===== src/design/pcc_pkg.sv =====
// Package for the pendulum cart controller: mode codes, register indexes,
// fixed constants and the command/status structs. No dependencies.
`timescale 1ns / 1ps
`default_nettype none
package pcc_pkg;

   // operating modes
   localparam logic [1:0] MODE_HOMING  = 2'd0;
   localparam logic [1:0] MODE_SWING   = 2'd1;
   localparam logic [1:0] MODE_UPRIGHT = 2'd2;

   // register indexes
   localparam logic [2:0] REG_PEND_ZERO      = 3'd0;
   localparam logic [2:0] REG_UPRIGHT_OFFSET = 3'd1;
   localparam logic [2:0] REG_GAIN_P         = 3'd2;
   localparam logic [2:0] REG_GAIN_D         = 3'd3;
   localparam logic [2:0] REG_START_MODE     = 3'd4;

   localparam logic [15:0] UPRIGHT_OFFSET_RESET = 16'd45990;
   localparam logic [15:0] GAIN_P_RESET         = 16'd2048;
   localparam logic [15:0] GAIN_D_RESET         = 16'd128;

   // divider width: dividend magnitude below 2^25, divisor 33 bits
   localparam int DIV_STEPS = 25;

   // datapath commands from the controller
   typedef struct packed {
      logic load;       // latch input item, compute angle stage
      logic prep;       // compute dividend and divisor
      logic div_step;   // one restoring-division step
      logic mul_p;      // product gain_p * a
      logic mul_d;      // product gain_d * q, accumulate
      logic finish;     // mode logic, state update, output register
   } pcc_cmd_type;

   typedef struct packed {
      logic dt_zero;    // elapsed time is zero
   } pcc_status_type;

endpackage
`default_nettype wire


===== src/design/pcc_ctrl.sv =====
// Controller state machine: sequences one item through the datapath.
// Depends on pcc_pkg.
`timescale 1ns / 1ps
`default_nettype none
module pcc_ctrl
   import pcc_pkg::*;
(
   input  wire logic           clock,
   input  wire logic           reset,
   input  wire logic           req_valid,
   output logic                req_ready,
   input  wire logic           rsp_pending,
   input  wire pcc_status_type status,
   output pcc_cmd_type         cmd
);

   typedef enum logic [5:0] {
      ST_IDLE = 6'b000001,
      ST_PREP = 6'b000010,
      ST_DIV  = 6'b000100,
      ST_MULP = 6'b001000,
      ST_MULD = 6'b010000,
      ST_FIN  = 6'b100000
   } state_type;

   state_type state_ff, state_in;
   logic [4:0] cnt_ff, cnt_in;

   assign req_ready = (state_ff == ST_IDLE) && !rsp_pending;

   // next state
   always_comb begin
      state_in = state_ff;
      cnt_in   = cnt_ff;
      cmd      = '0;
      case (state_ff)
         ST_IDLE: begin
            if (req_valid && req_ready) begin
               cmd.load = 1'b1;
               state_in = ST_PREP;
            end
         end
         ST_PREP: begin
            if (status.dt_zero) begin
               state_in = ST_IDLE;
            end else begin
               cmd.prep = 1'b1;
               cnt_in   = 5'(DIV_STEPS - 1);
               state_in = ST_DIV;
            end
         end
         ST_DIV: begin
            cmd.div_step = 1'b1;
            if (cnt_ff == 5'd0) state_in = ST_MULP;
            else cnt_in = cnt_ff - 5'd1;
         end
         ST_MULP: begin
            cmd.mul_p = 1'b1;
            state_in  = ST_MULD;
         end
         ST_MULD: begin
            cmd.mul_d = 1'b1;
            state_in  = ST_FIN;
         end
         ST_FIN: begin
            cmd.finish = 1'b1;
            state_in   = ST_IDLE;
         end
         default: state_in = ST_IDLE;
      endcase
   end

   always_ff @(posedge clock) begin
      if (reset) begin
         state_ff <= ST_IDLE;
         cnt_ff   <= '0;
      end else begin
         state_ff <= state_in;
         cnt_ff   <= cnt_in;
      end
   end

endmodule
`default_nettype wire


===== src/design/pcc_datapath.sv =====
// Datapath: angle wrap, serial divider for the speed, shared multiplier
// for the PD law, mode logic and state. Depends on pcc_pkg.
`timescale 1ns / 1ps
`default_nettype none
module pcc_datapath
   import pcc_pkg::*;
(
   input  wire logic               clock,
   input  wire logic               reset,
   input  wire pcc_cmd_type        cmd,
   output pcc_status_type          status,
   input  wire logic [31:0]        req_now_ms,
   input  wire logic [11:0]        req_raw_angle,
   input  wire logic signed [15:0] req_cart_pos,
   input  wire logic [11:0]        pend_zero,
   input  wire logic [15:0]        upright_offset,
   input  wire logic [15:0]        gain_p,
   input  wire logic [15:0]        gain_d,
   input  wire logic               mode_load,
   input  wire logic [1:0]         mode_value,
   output logic                    out_load,
   output logic [7:0]              out_rev,
   output logic [7:0]              out_fwd,
   output logic [1:0]              out_mode
);

   // state of the controller
   logic [31:0]        last_time_ff;
   logic signed [16:0] prev_angle_ff;
   logic signed [31:0] prev_speed_ff;
   logic [1:0]         cur_mode_ff;
   logic signed [8:0]  swing_drive_ff;
   logic [31:0]        swing_time_ff;

   // per-item registers
   logic [31:0]        now_ff;
   logic signed [15:0] cart_ff;
   logic [31:0]        dt_ff;
   logic signed [16:0] a_ff;
   logic [24:0]        quo_ff;
   logic [32:0]        rem_ff;
   logic [32:0]        dvs_ff;
   logic               neg_ff;
   logic signed [33:0] q_ff;
   logic signed [51:0] acc_ff;

   // angle: wrap raw difference, scale by 45/2, subtract offset, wrap again
   logic signed [13:0] d0, d1;
   logic signed [19:0] d45;
   logic signed [18:0] ah;
   logic signed [19:0] a0, a1;
   always_comb begin
      d0 = $signed({2'b00, req_raw_angle}) - $signed({2'b00, pend_zero});
      d1 = d0;
      if (d0 > 14'sd2048) d1 = d0 - 14'sd4096;
      if (d0 < -14'sd2048) d1 = d0 + 14'sd4096;
      d45 = 20'(d1) * 20'sd45;
      ah  = 19'(d45 >>> 1);
      a0  = 20'(ah) - $signed({4'b0, upright_offset});
      a1  = a0;
      if (a0 > 20'sd46080) a1 = a0 - 20'sd92160;
      if (a0 < -20'sd46080) a1 = a0 + 20'sd92160;
   end

   assign status.dt_zero = (dt_ff == 32'd0);

   // dividend (a - prev)*125, divisor 2*dt
   logic signed [17:0] diff;
   logic signed [25:0] num;
   assign diff = 18'(a_ff) - 18'(prev_angle_ff);
   assign num  = 26'(diff) * 26'sd125;

   // one restoring-division step
   logic [32:0] rem_sh;
   logic [33:0] rem_try;
   assign rem_sh  = {rem_ff[31:0], quo_ff[24]};
   assign rem_try = {1'b0, rem_sh} - {1'b0, dvs_ff};

   // saturated speed
   logic signed [31:0] q_sat;
   always_comb begin
      if (q_ff > 34'sh07FFFFFFF) q_sat = 32'sh7FFFFFFF;
      else if (q_ff < -34'sh080000000) q_sat = 32'sh80000000;
      else q_sat = 32'(q_ff);
   end

   // shared multiplier: 17x17 or 32x17 signed
   logic signed [16:0] aa_abs;
   logic signed [48:0] prod;
   assign aa_abs = (a_ff < 0) ? -a_ff : a_ff;
   always_comb begin
      if (cmd.mul_p) prod = 49'($signed({1'b0, gain_p}) * a_ff);
      else           prod = 49'($signed({1'b0, gain_d}) * q_sat);
   end

   // balance duty
   logic [51:0] umag;
   logic [35:0] pfull;
   logic [8:0]  pd;
   logic [7:0]  bduty;
   always_comb begin
      umag  = acc_ff[51] ? 52'(-acc_ff) : 52'(acc_ff);
      pfull = umag[51:16];
      pd    = (pfull > 36'd255) ? 9'd255 : 9'(pfull);
      if (pd < 9'd78) bduty = 8'd130;
      else if (pd + 9'd130 > 9'd255) bduty = 8'd255;
      else bduty = 8'(pd + 9'd130);
   end

   // mode logic
   logic [1:0]        mode_n;
   logic signed [8:0] sw_n;
   logic [31:0]       swt_n;
   logic [7:0]        rev_n, fwd_n;
   logic [31:0]       since;
   always_comb begin
      mode_n = cur_mode_ff;
      sw_n   = swing_drive_ff;
      swt_n  = swing_time_ff;
      rev_n  = 8'd0;
      fwd_n  = 8'd0;
      since  = now_ff - swing_time_ff;
      if ((cart_ff < 16'sd250 && cart_ff > 16'sd48) || cur_mode_ff == MODE_HOMING) begin
         case (cur_mode_ff)
            MODE_HOMING: begin
               if (cart_ff < 16'sd132) fwd_n = 8'd150;
               else mode_n = MODE_SWING;
            end
            MODE_SWING: begin
               if (aa_abs < 17'sd40960) begin
                  if (prev_speed_ff > 0 && q_sat <= 0) sw_n = -9'sd150;
                  else if (prev_speed_ff < 0 && q_sat >= 0) sw_n = 9'sd150;
               end
               if (since >= 32'd20) begin
                  swt_n = now_ff;
                  if (sw_n > 0) sw_n = sw_n - 9'sd1;
                  else if (sw_n < 0) sw_n = sw_n + 9'sd1;
               end
               if (sw_n > 0) fwd_n = 8'(sw_n);
               else if (sw_n < 0) rev_n = 8'(-sw_n);
            end
            default: begin
               if (acc_ff > 52'sd196608) fwd_n = bduty;
               else if (acc_ff < -52'sd196608) rev_n = bduty;
            end
         endcase
      end
   end

   // per-item registers
   always_ff @(posedge clock) begin
      if (cmd.load) begin
         now_ff  <= req_now_ms;
         cart_ff <= req_cart_pos;
         dt_ff   <= req_now_ms - last_time_ff;
         a_ff    <= 17'(a1);
      end
      if (cmd.prep) begin
         neg_ff <= num[25];
         quo_ff <= num[25] ? 25'(-num) : 25'(num);
         rem_ff <= '0;
         dvs_ff <= {dt_ff, 1'b0};
      end
      if (cmd.div_step) begin
         if (!rem_try[33]) begin
            rem_ff <= rem_try[32:0];
            quo_ff <= {quo_ff[23:0], 1'b1};
         end else begin
            rem_ff <= rem_sh;
            quo_ff <= {quo_ff[23:0], 1'b0};
         end
      end
      if (cmd.mul_p) begin
         q_ff   <= neg_ff ? -$signed({9'b0, quo_ff}) : $signed({9'b0, quo_ff});
         acc_ff <= (aa_abs < 17'sd11520) ? 52'(prod) : '0;
      end
      if (cmd.mul_d && aa_abs < 17'sd11520) begin
         acc_ff <= acc_ff + (52'(prod) <<< 4);
      end
   end

   // controller state
   always_ff @(posedge clock) begin
      if (reset) begin
         last_time_ff   <= '0;
         prev_angle_ff  <= '0;
         prev_speed_ff  <= '0;
         cur_mode_ff    <= MODE_HOMING;
         swing_drive_ff <= '0;
         swing_time_ff  <= '0;
         out_load       <= 1'b0;
      end else begin
         out_load <= cmd.finish;
         if (mode_load) cur_mode_ff <= mode_value;
         if (cmd.prep) last_time_ff <= now_ff;
         if (cmd.finish) begin
            prev_angle_ff  <= a_ff;
            prev_speed_ff  <= q_sat;
            cur_mode_ff    <= mode_n;
            swing_drive_ff <= sw_n;
            swing_time_ff  <= swt_n;
         end
      end
   end

   always_ff @(posedge clock) begin
      if (cmd.finish) begin
         out_rev  <= rev_n;
         out_fwd  <= fwd_n;
         out_mode <= mode_n;
      end
   end

endmodule
`default_nettype wire


===== src/design/pendulum_cart_controller.sv =====
// Top level of the pendulum cart controller: register port, output stage,
// controller and datapath. Depends on pcc_pkg, pcc_ctrl, pcc_datapath.
`timescale 1ns / 1ps
`default_nettype none
// One item is one control step. An item with nonzero elapsed time passes
// through a setup state, 25 steps of the serial divider that forms the
// pendulum speed, the shared multiplier for the PD law (P term, then D
// term) and a finish state that loads the output register; rsp_valid is
// registered from that load. An item with zero elapsed time gives no
// result and returns the block to idle from the setup state. Items
// are handled one at a time; the result waits in an output register, and a
// new item is taken once that register is empty.
module pendulum_cart_controller
   import pcc_pkg::*;
(
   input  wire logic               clock,
   input  wire logic               reset,
   input  wire logic               req_valid,
   output logic                    req_ready,
   input  wire logic [31:0]        req_now_ms,
   input  wire logic [11:0]        req_raw_angle,
   input  wire logic signed [15:0] req_cart_pos,
   output logic                    rsp_valid,
   input  wire logic               rsp_ready,
   output logic [7:0]              rsp_duty_reverse,
   output logic [7:0]              rsp_duty_forward,
   output logic [1:0]              rsp_mode,
   input  wire logic               psel,
   input  wire logic               penable,
   input  wire logic               pwrite,
   input  wire logic [4:0]         paddr,
   input  wire logic [31:0]        pwdata,
   output logic [31:0]             prdata,
   output logic                    pready
);

   logic [11:0] pend_zero_ff;
   logic [15:0] upright_ff, gain_p_ff, gain_d_ff;
   logic [1:0]  start_mode_ff;
   logic        csr_we, mode_load;
   logic [1:0]  mode_value;
   logic [2:0]  reg_idx;

   assign pready     = 1'b1;
   assign csr_we     = psel && penable && pwrite;
   assign reg_idx    = paddr[4:2];
   assign mode_value = (pwdata[1:0] == 2'd3) ? MODE_UPRIGHT : pwdata[1:0];
   assign mode_load  = csr_we && reg_idx == REG_START_MODE;

   // register file
   always_ff @(posedge clock) begin
      if (reset) begin
         pend_zero_ff  <= '0;
         upright_ff    <= UPRIGHT_OFFSET_RESET;
         gain_p_ff     <= GAIN_P_RESET;
         gain_d_ff     <= GAIN_D_RESET;
         start_mode_ff <= MODE_HOMING;
      end else if (csr_we) begin
         case (reg_idx)
            REG_PEND_ZERO:      pend_zero_ff  <= pwdata[11:0];
            REG_UPRIGHT_OFFSET: upright_ff    <= pwdata[15:0];
            REG_GAIN_P:         gain_p_ff     <= pwdata[15:0];
            REG_GAIN_D:         gain_d_ff     <= pwdata[15:0];
            REG_START_MODE:     start_mode_ff <= mode_value;
            default: ;
         endcase
      end
   end

   always_comb begin
      case (reg_idx)
         REG_PEND_ZERO:      prdata = {20'd0, pend_zero_ff};
         REG_UPRIGHT_OFFSET: prdata = {16'd0, upright_ff};
         REG_GAIN_P:         prdata = {16'd0, gain_p_ff};
         REG_GAIN_D:         prdata = {16'd0, gain_d_ff};
         REG_START_MODE:     prdata = {30'd0, start_mode_ff};
         default:            prdata = '0;
      endcase
   end

   pcc_cmd_type    cmd;
   pcc_status_type status;
   logic           out_load;
   logic [7:0]     out_rev, out_fwd;
   logic [1:0]     out_mode;
   logic           rsp_valid_ff;

   // output register busy from its load until the item is taken
   pcc_ctrl u_ctrl (
      .clock       (clock),
      .reset       (reset),
      .req_valid   (req_valid),
      .req_ready   (req_ready),
      .rsp_pending (rsp_valid_ff || out_load),
      .status      (status),
      .cmd         (cmd)
   );

   pcc_datapath u_dp (
      .clock          (clock),
      .reset          (reset),
      .cmd            (cmd),
      .status         (status),
      .req_now_ms     (req_now_ms),
      .req_raw_angle  (req_raw_angle),
      .req_cart_pos   (req_cart_pos),
      .pend_zero      (pend_zero_ff),
      .upright_offset (upright_ff),
      .gain_p         (gain_p_ff),
      .gain_d         (gain_d_ff),
      .mode_load      (mode_load),
      .mode_value     (mode_value),
      .out_load       (out_load),
      .out_rev        (out_rev),
      .out_fwd        (out_fwd),
      .out_mode       (out_mode)
   );

   // result valid flag
   always_ff @(posedge clock) begin
      if (reset) rsp_valid_ff <= 1'b0;
      else if (out_load) rsp_valid_ff <= 1'b1;
      else if (rsp_ready) rsp_valid_ff <= 1'b0;
   end

   assign rsp_valid        = rsp_valid_ff;
   assign rsp_duty_reverse = out_rev;
   assign rsp_duty_forward = out_fwd;
   assign rsp_mode         = out_mode;

endmodule
`default_nettype wire


===== config.mk =====
export PLATFORM = sky130hd
export DESIGN_NAME = pendulum_cart_controller
export DESIGN_NICKNAME = d
export VERILOG_FILES = /design/src/design/pcc_pkg.sv /design/src/design/pcc_ctrl.sv /design/src/design/pcc_datapath.sv /design/src/design/pendulum_cart_controller.sv
export SDC_FILE = /design/constraint.sdc
export NUM_CORES = 2
export LEC_CHECK = 0
export BUFFER_PORTS_ARGS = -buffer_cell sky130_fd_sc_hd__buf_2
export CORE_AREA = 2 2 329 331
export CTS_CLUSTER_DIAMETER = 200
export DETAILED_ROUTE_END_ITERATION = 7
export DIE_AREA = 0 0 331 333
export PLACE_DENSITY = 0.86
export SYNTH_ARGS = -nofsm -noshare
export SYNTH_HDL_FRONTEND = slang
export SYNTH_SLANG_ARGS = --single-unit
export TNS_END_PERCENT = 20

===== constraint.sdc =====
create_clock -name clock -period 15.88 [get_ports clock]
set_input_delay 1.588 -clock clock [delete_from_list [all_inputs] [get_ports clock]]
set_output_delay 1.588 -clock clock [all_outputs]
set_load 0.02 [all_outputs]

## Word level (Yosys, flattened, before mapping)

Index checks and enable logic that the tools add are counted.

| storage, ports and cells | value |
|---|---|
| bits in registers | 490 |
| bits in latches | 0 |
| RAM bits | 0 |
| ROM bits | 0 |
| output and inout bits | 53 |
| memories | 0 |

| cells by class | value |
|---|---|
| $add $sub $neg | 20 |
| multipliers | 4 |
| divide/modulo/power cells | 0 |
| $lt $le $gt $ge | 26 |
| equality and inequality tests | 16 |
| shift operators | 0 |
| mux-type cells | 66 |
| bitwise operators | 0 |
| reductions and logical operators | 30 |

Operators by type and width:

| operator | number |
|---|---|
| two-way mux 52 bit | 4 |
| two-way mux 32 bit | 5 |
| two-way mux 25 bit | 4 |
| two-way mux 9 bit | 11 |
| one-hot mux 16 bit (5 select lines) | 1 |
| two-way mux 8 bit | 9 |
| subtractor 32 bit | 2 |
| adder 52 bit | 1 |
| greater-than comparator 52 x 19 -> 1 bit, second input constant | 1 |
| less-than comparator 52 x 19 -> 1 bit, second input constant | 1 |
| negation 52 bit | 1 |
| two-way mux 17 bit | 3 |
| multiplier 17 x 32 -> 49 bit | 1 |
| two-way mux 49 bit | 1 |
| greater-than comparator 36 x 8 -> 1 bit, second input constant | 1 |
| greater-than comparator 34 x 32 -> 1 bit, second input constant | 1 |
| less-than comparator 34 x 32 -> 1 bit, second input constant | 1 |
| multiplier 17 x 17 -> 34 bit | 1 |
| negation 25 -> 34 bit | 1 |
| subtractor 33 x 33 -> 34 bit | 1 |
| greater-or-equal comparator 32 x 1 -> 1 bit, second input constant | 1 |
| greater-or-equal comparator 32 x 5 -> 1 bit, second input constant | 1 |
| greater-than comparator 32 x 1 -> 1 bit, second input constant | 1 |
| less-or-equal comparator 32 x 1 -> 1 bit, second input constant | 1 |
| other kinds (63) | 107 |

## Logic depth before layout (Yosys ltp)

| depth | value |
|---|---|
| depth in word-level cells | 20 |
| mapped depth | 44 |
| mapped depth without buffers | 42 |

## Modules after synthesis

Synthesis repeated with hierarchy kept, for this count alone.

| second synthesis, totals | value |
|---|---|
| cell total of the unflattened synthesis | 7170 |
| area total of the unflattened synthesis | 64749.6 sq um |

Modules (own cells, without submodules):

| module | times used | cells an instance | area an instance (sq um) |
|---|---|---|---|
| pcc_datapath | 1 | 6755 | 60883.4 |
| pendulum_cart_controller | 1 | 340 | 3255.6 |
| pcc_ctrl | 1 | 75 | 610.6 |

## Worst setup path before layout

OpenSTA, ideal clock, no wires.

| timing | value |
|---|---|
| path kind | register to register |
| from | register u_dp.q_ff[33] |
| to | register u_dp.acc_ff[51] (data pin) |
| setup time | 0.265 ns |
| arrival | 10.387 ns |
| required time | 15.615 ns |
| path slack | 5.228 ns |
| cell stages (with the launch flop) | 41 |
| path buffers | 4 |
| clock period less this slack | 10.652 ns |
| cells stage by stage | edfxtp_1 -> clkbuf_1 -> nor2_1 -> clkbuf_1 -> clkbuf_1 -> a21o_1 -> clkbuf_1 -> nand2_1 -> fa_1 -> fa_1 -> fa_1 -> inv_1 -> fa_1 -> fa_1 -> inv_1 -> fa_1 -> inv_1 -> ha_1 -> (+5 left out) -> a21oi_1 -> xnor2_1 -> mux2_2 -> ha_1 -> a21o_1 -> a21o_1 -> a211oi_1 -> or3b_2 -> a21oi_1 -> o31a_1 -> nor2_1 -> o41ai_1 -> nor2_1 -> a211oi_1 -> o21ai_0 -> xnor2_1 -> xnor2_1 -> o21bai_1 |

| between the ends | value |
|---|---|
| word-level cells in the longest chain between the ends | 8 |
| elaborated cells on any way between the ends | 10 |
| classes of those cells | add/sub (1); mul (1); order compare (2); mux (6) |

RTL lines:

| what | line | RTL |
|---|---|---|
| start, declared | pcc_datapath.sv:44 | `logic signed [33:0] q_ff;` |
| start signal, assigned | pcc_datapath.sv:174 | `q_ff <= neg_ff ? -$signed({9'b0, quo_ff}) : $signed({9'b0, quo_ff});` |
| less-than comparator 34 x 32 -> 1 bit | pcc_datapath.sv:83 | `else if (q_ff < -34'sh080000000) q_sat = 32'sh80000000;` |
| two-way mux 32 bit | pcc_datapath.sv:83 |  |
| two-way mux 32 bit * | pcc_datapath.sv:82 | `if (q_ff > 34'sh07FFFFFFF) q_sat = 32'sh7FFFFFFF;` |
| multiplier 17 x 32 -> 49 bit * | pcc_datapath.sv:93 | `else prod = 49'($signed({1'b0, gain_d}) * q_sat);` |
| two-way mux 49 bit * | pcc_datapath.sv:92 | `if (cmd.mul_p) prod = 49'($signed({1'b0, gain_p}) * a_ff);` |
| parallel branches: the longest is 2 deep, another holds adder 52 bit | -- |  |
| two-way mux 52 bit * | pcc_datapath.sv:177 | `if (cmd.mul_d && aa_abs < 17'sd11520) begin` |
| end signal, assigned | pcc_datapath.sv:175 | `acc_ff <= (aa_abs < 17'sd11520) ? 52'(prod) : '0;` |
| end signal, assigned | pcc_datapath.sv:178 | `acc_ff <= acc_ff + (52'(prod) <<< 4);` |
| end, declared | pcc_datapath.sv:45 | `logic signed [51:0] acc_ff;` |

Mark *: on every way between the ends. The select of a mux whose other input is x is not followed.
A chain may end at the register's enable or synchronous reset.

## Worst setup path in the final report

Ends and elaborated chain as after synthesis.

==> metrics.txt <==
final setup vio count 0; Area growth, synth to finish 5.46%; most common cell after layout, fill and taps aside inv_1; number of core rows 120; first-pass GRT wire length 274,000 um; critical path startpoint u_dp.q_ff[33]; area taken by multi-input logic gates 45,300 sq um; FF+latch count, synth 490; Num CTS Buffers 52; Synth warnings 0; R2R depth 39; register area 12,700 sq um; Final Hold Vio Count 0; Synth cell types 103; Worst path max stage delay 670 ps; drt initial violations 4,363; die width 331 um; Crit. End Element register; die height 333 um; Seq/Total Area, Yosys 0.200; pin slew with the least headroom to its limit 1200 ps; Clock Skews 97.3 ps; final WL 167,000 um; PostCTS Resize Cnt 0; cell mode on critical path fa_1; Final Wtd Congestion 0.965; Avg Vias per Cell 5.98; CTS Hold Bufs 0; Core Area 107,000 sq um; worst r2r src u_dp.q_ff[33]; outcome finished, final reports clean; number of global-route vias before repair 52,900; reg2reg setup slack 3150 ps; final slew viol count 0; Synth Cell Area 63,700 sq um; CTS HTree Levels 2; grt ovf 0; synthesized instance count 7,259; Initial Util 0.598; CTS root buf clkbuf_16; Avg Cell Area, Syn 8.78 sq um; fmax 78.5 MHz; drt first pass iters 6; via count 51,700; reg-to-reg endpoint u_dp.acc_ff[51]; # fillers 8,478; Final period util 0.802; sum of negative setup slack 0 ps; Synth Flop Type edfxtp_1; largest net degree at the start of global routing 89; ys async rst share 0; Critical Path Sink u_dp.acc_ff[51]; clk sink count 490; Clock Tree Buf Depth 3; fin nets 8,653; GRT Total Usage 0.310; hpwl dp 130,000 um; Setup CP Type register to register; later-pin clock latency in the skew report 700 ps; relative slew slack 0.197; CP Data Arrival Time 13,090 ps; # DRC 0; number of synthesized flops with an enable pin 291; Post-DRT Antenna Nets 0; clk slew on worst S/H paths 60 ps; Startpoint Class register; Post-CTS Setup Bufs 0; Worst Path Max Fanout 31; Port Buf Inserts 121; WP data required 16,240 ps; die area 110,000 sq um; Tmin final 12,730 ps; per-cell routed wire length 19.4 um; hold crit path type register to register; Max Cap Violations 0; RSZ-0062 raised after global routing no; share of layout cells above drive strength 1 0.0493; num ports 157; Crit-path slowest cell a221oi_1; antenna violations before repair 7; CTS tree done; most frequent cells in the layout 1,219 x inv_1, 950 x nand2_1, 793 x fa_1
kinds of logic (layout without fill, tap and decap cells):
kind of cell,Yosys count,after routing,share of synthesized area
other,2,19,0.000118
adder cells (fa/ha/maj),1351,1351,0.359
buffers and inverters,1532,1498,0.0915
AND/OR/NAND/NOR,2301,2301,0.171
flip-flops,490,490,0.200
XOR/XNOR,322,322,0.0443
AO/OA/AOI/OAI,1184,1184,0.120
multiplexers,77,77,0.0144
state kept, by name, summed over array words and instances (netlist names), 9 cells and up:
signal,count
gain_d_ff,16
gain_p_ff,16
pend_zero_ff,12
u_dp.a_ff,17
u_dp.acc_ff,52
u_dp.cart_ff,16
u_dp.dt_ff,32
u_dp.dvs_ff,32
u_dp.last_time_ff,32
u_dp.now_ff,32
u_dp.prev_angle_ff,17
u_dp.prev_speed_ff,32
u_dp.q_ff,34
u_dp.quo_ff,25
u_dp.rem_ff,32
u_dp.swing_drive_ff,9
u_dp.swing_time_ff,32
upright_ff,16
worst min-delay path by stage:
stage                         from         endpoint  slack [ps]  cells past startpoint
floorplan            u_dp.dt_ff[9]  u_dp.dvs_ff[10]         430                      0
global placement     u_dp.dt_ff[9]  u_dp.dvs_ff[10]         430                      0
detailed placement  u_dp.dt_ff[25]  u_dp.dvs_ff[26]         430                      0
CTS                 u_dp.dt_ff[25]  u_dp.dvs_ff[26]         450                      0
global route        u_dp.dt_ff[15]  u_dp.dvs_ff[16]         460                      0
finish              u_dp.dt_ff[25]  u_dp.dvs_ff[26]         450                      0
cells in the mapped netlist (24+ instances only):
cell type	count	share of area
a211oi_1	57	0.0067
inv_1	1220	0.072
or2_2	24	0.0024
o31ai_1	30	0.0035
fa_1	793	0.25
nor2_1	423	0.025
ha_1	558	0.11
nand2_1	952	0.056
nand4_1	47	0.0046
and3_1	41	0.0040
clkbuf_1	270	0.016
dfxtp_1	199	0.063
a21o_1	140	0.016
edfxtp_1	291	0.14
xor2_1	116	0.016
mux2i_1	55	0.0086
nor2b_1	55	0.0054
or3_1	35	0.0034
nand2b_1	63	0.0062
nor3_1	118	0.0093
xnor2_1	206	0.028
o21a_1	76	0.0090
a31oi_1	40	0.0039
o21ai_0	177	0.014
o21bai_1	40	0.0047
nand3_1	68	0.0053
nor4_1	52	0.0051
o22ai_1	31	0.0030
a21oi_1	386	0.030
and2_1	344	0.034
routing by layer:
metal,GRT usage,part of all wire,up-vias
li1,-,-,23400
met1,0.414,0.39,25300
met2,0.506,0.47,2489
met3,0.0483,0.093,454
met4,0.120,0.043,6
met5,0,0.00027,-
worst max-delay path: cells and delay by family (launching register included):
kind / cells / cell delay, ps
mux: 1 / 310
fa+ha+maj: 8 / 3870
buf+inv: 5 / 590
xor+xnor: 3 / 520
simple gates: 6 / 1710
compound gates: 16 / 5080
flops: 1 / 320
stage by stage:
step / instances / utilization / setup WS [ps] / cell area (sq um) / hold WS (ps)
after floorplan: 7275 / - / 5230 / 63800 / 427
after global placement: 8547 / 0.613 / 3700 / 65400 / 434
after detailed placement: 8547 / 0.613 / 3480 / 65400 / 435
after CTS: 8644 / 0.630 / 3280 / 67200 / 449
after global routing: 8644 / 0.630 / 2380 / 67200 / 464
final: 8645 / 0.630 / 3150 / 67200 / 449
layout make-up:
type | count | share of cell area
Timing Repair Buffer | 179 | 0.0156
Sequential cell | 490 | 0.189
Multi-Input combinational cell | 5253 | 0.674
Inverter | 1222 | 0.0683
Clock buffer | 60 | 0.0207
Tap cell | 1403 | 0.0261
Antenna cell | 1 | 0.0000372
Clock inverter | 37 | 0.00620
Power is left out: the tool's default activity adds up to more than one toggle a clock period on the data nets, which glitch-free logic cannot reach.
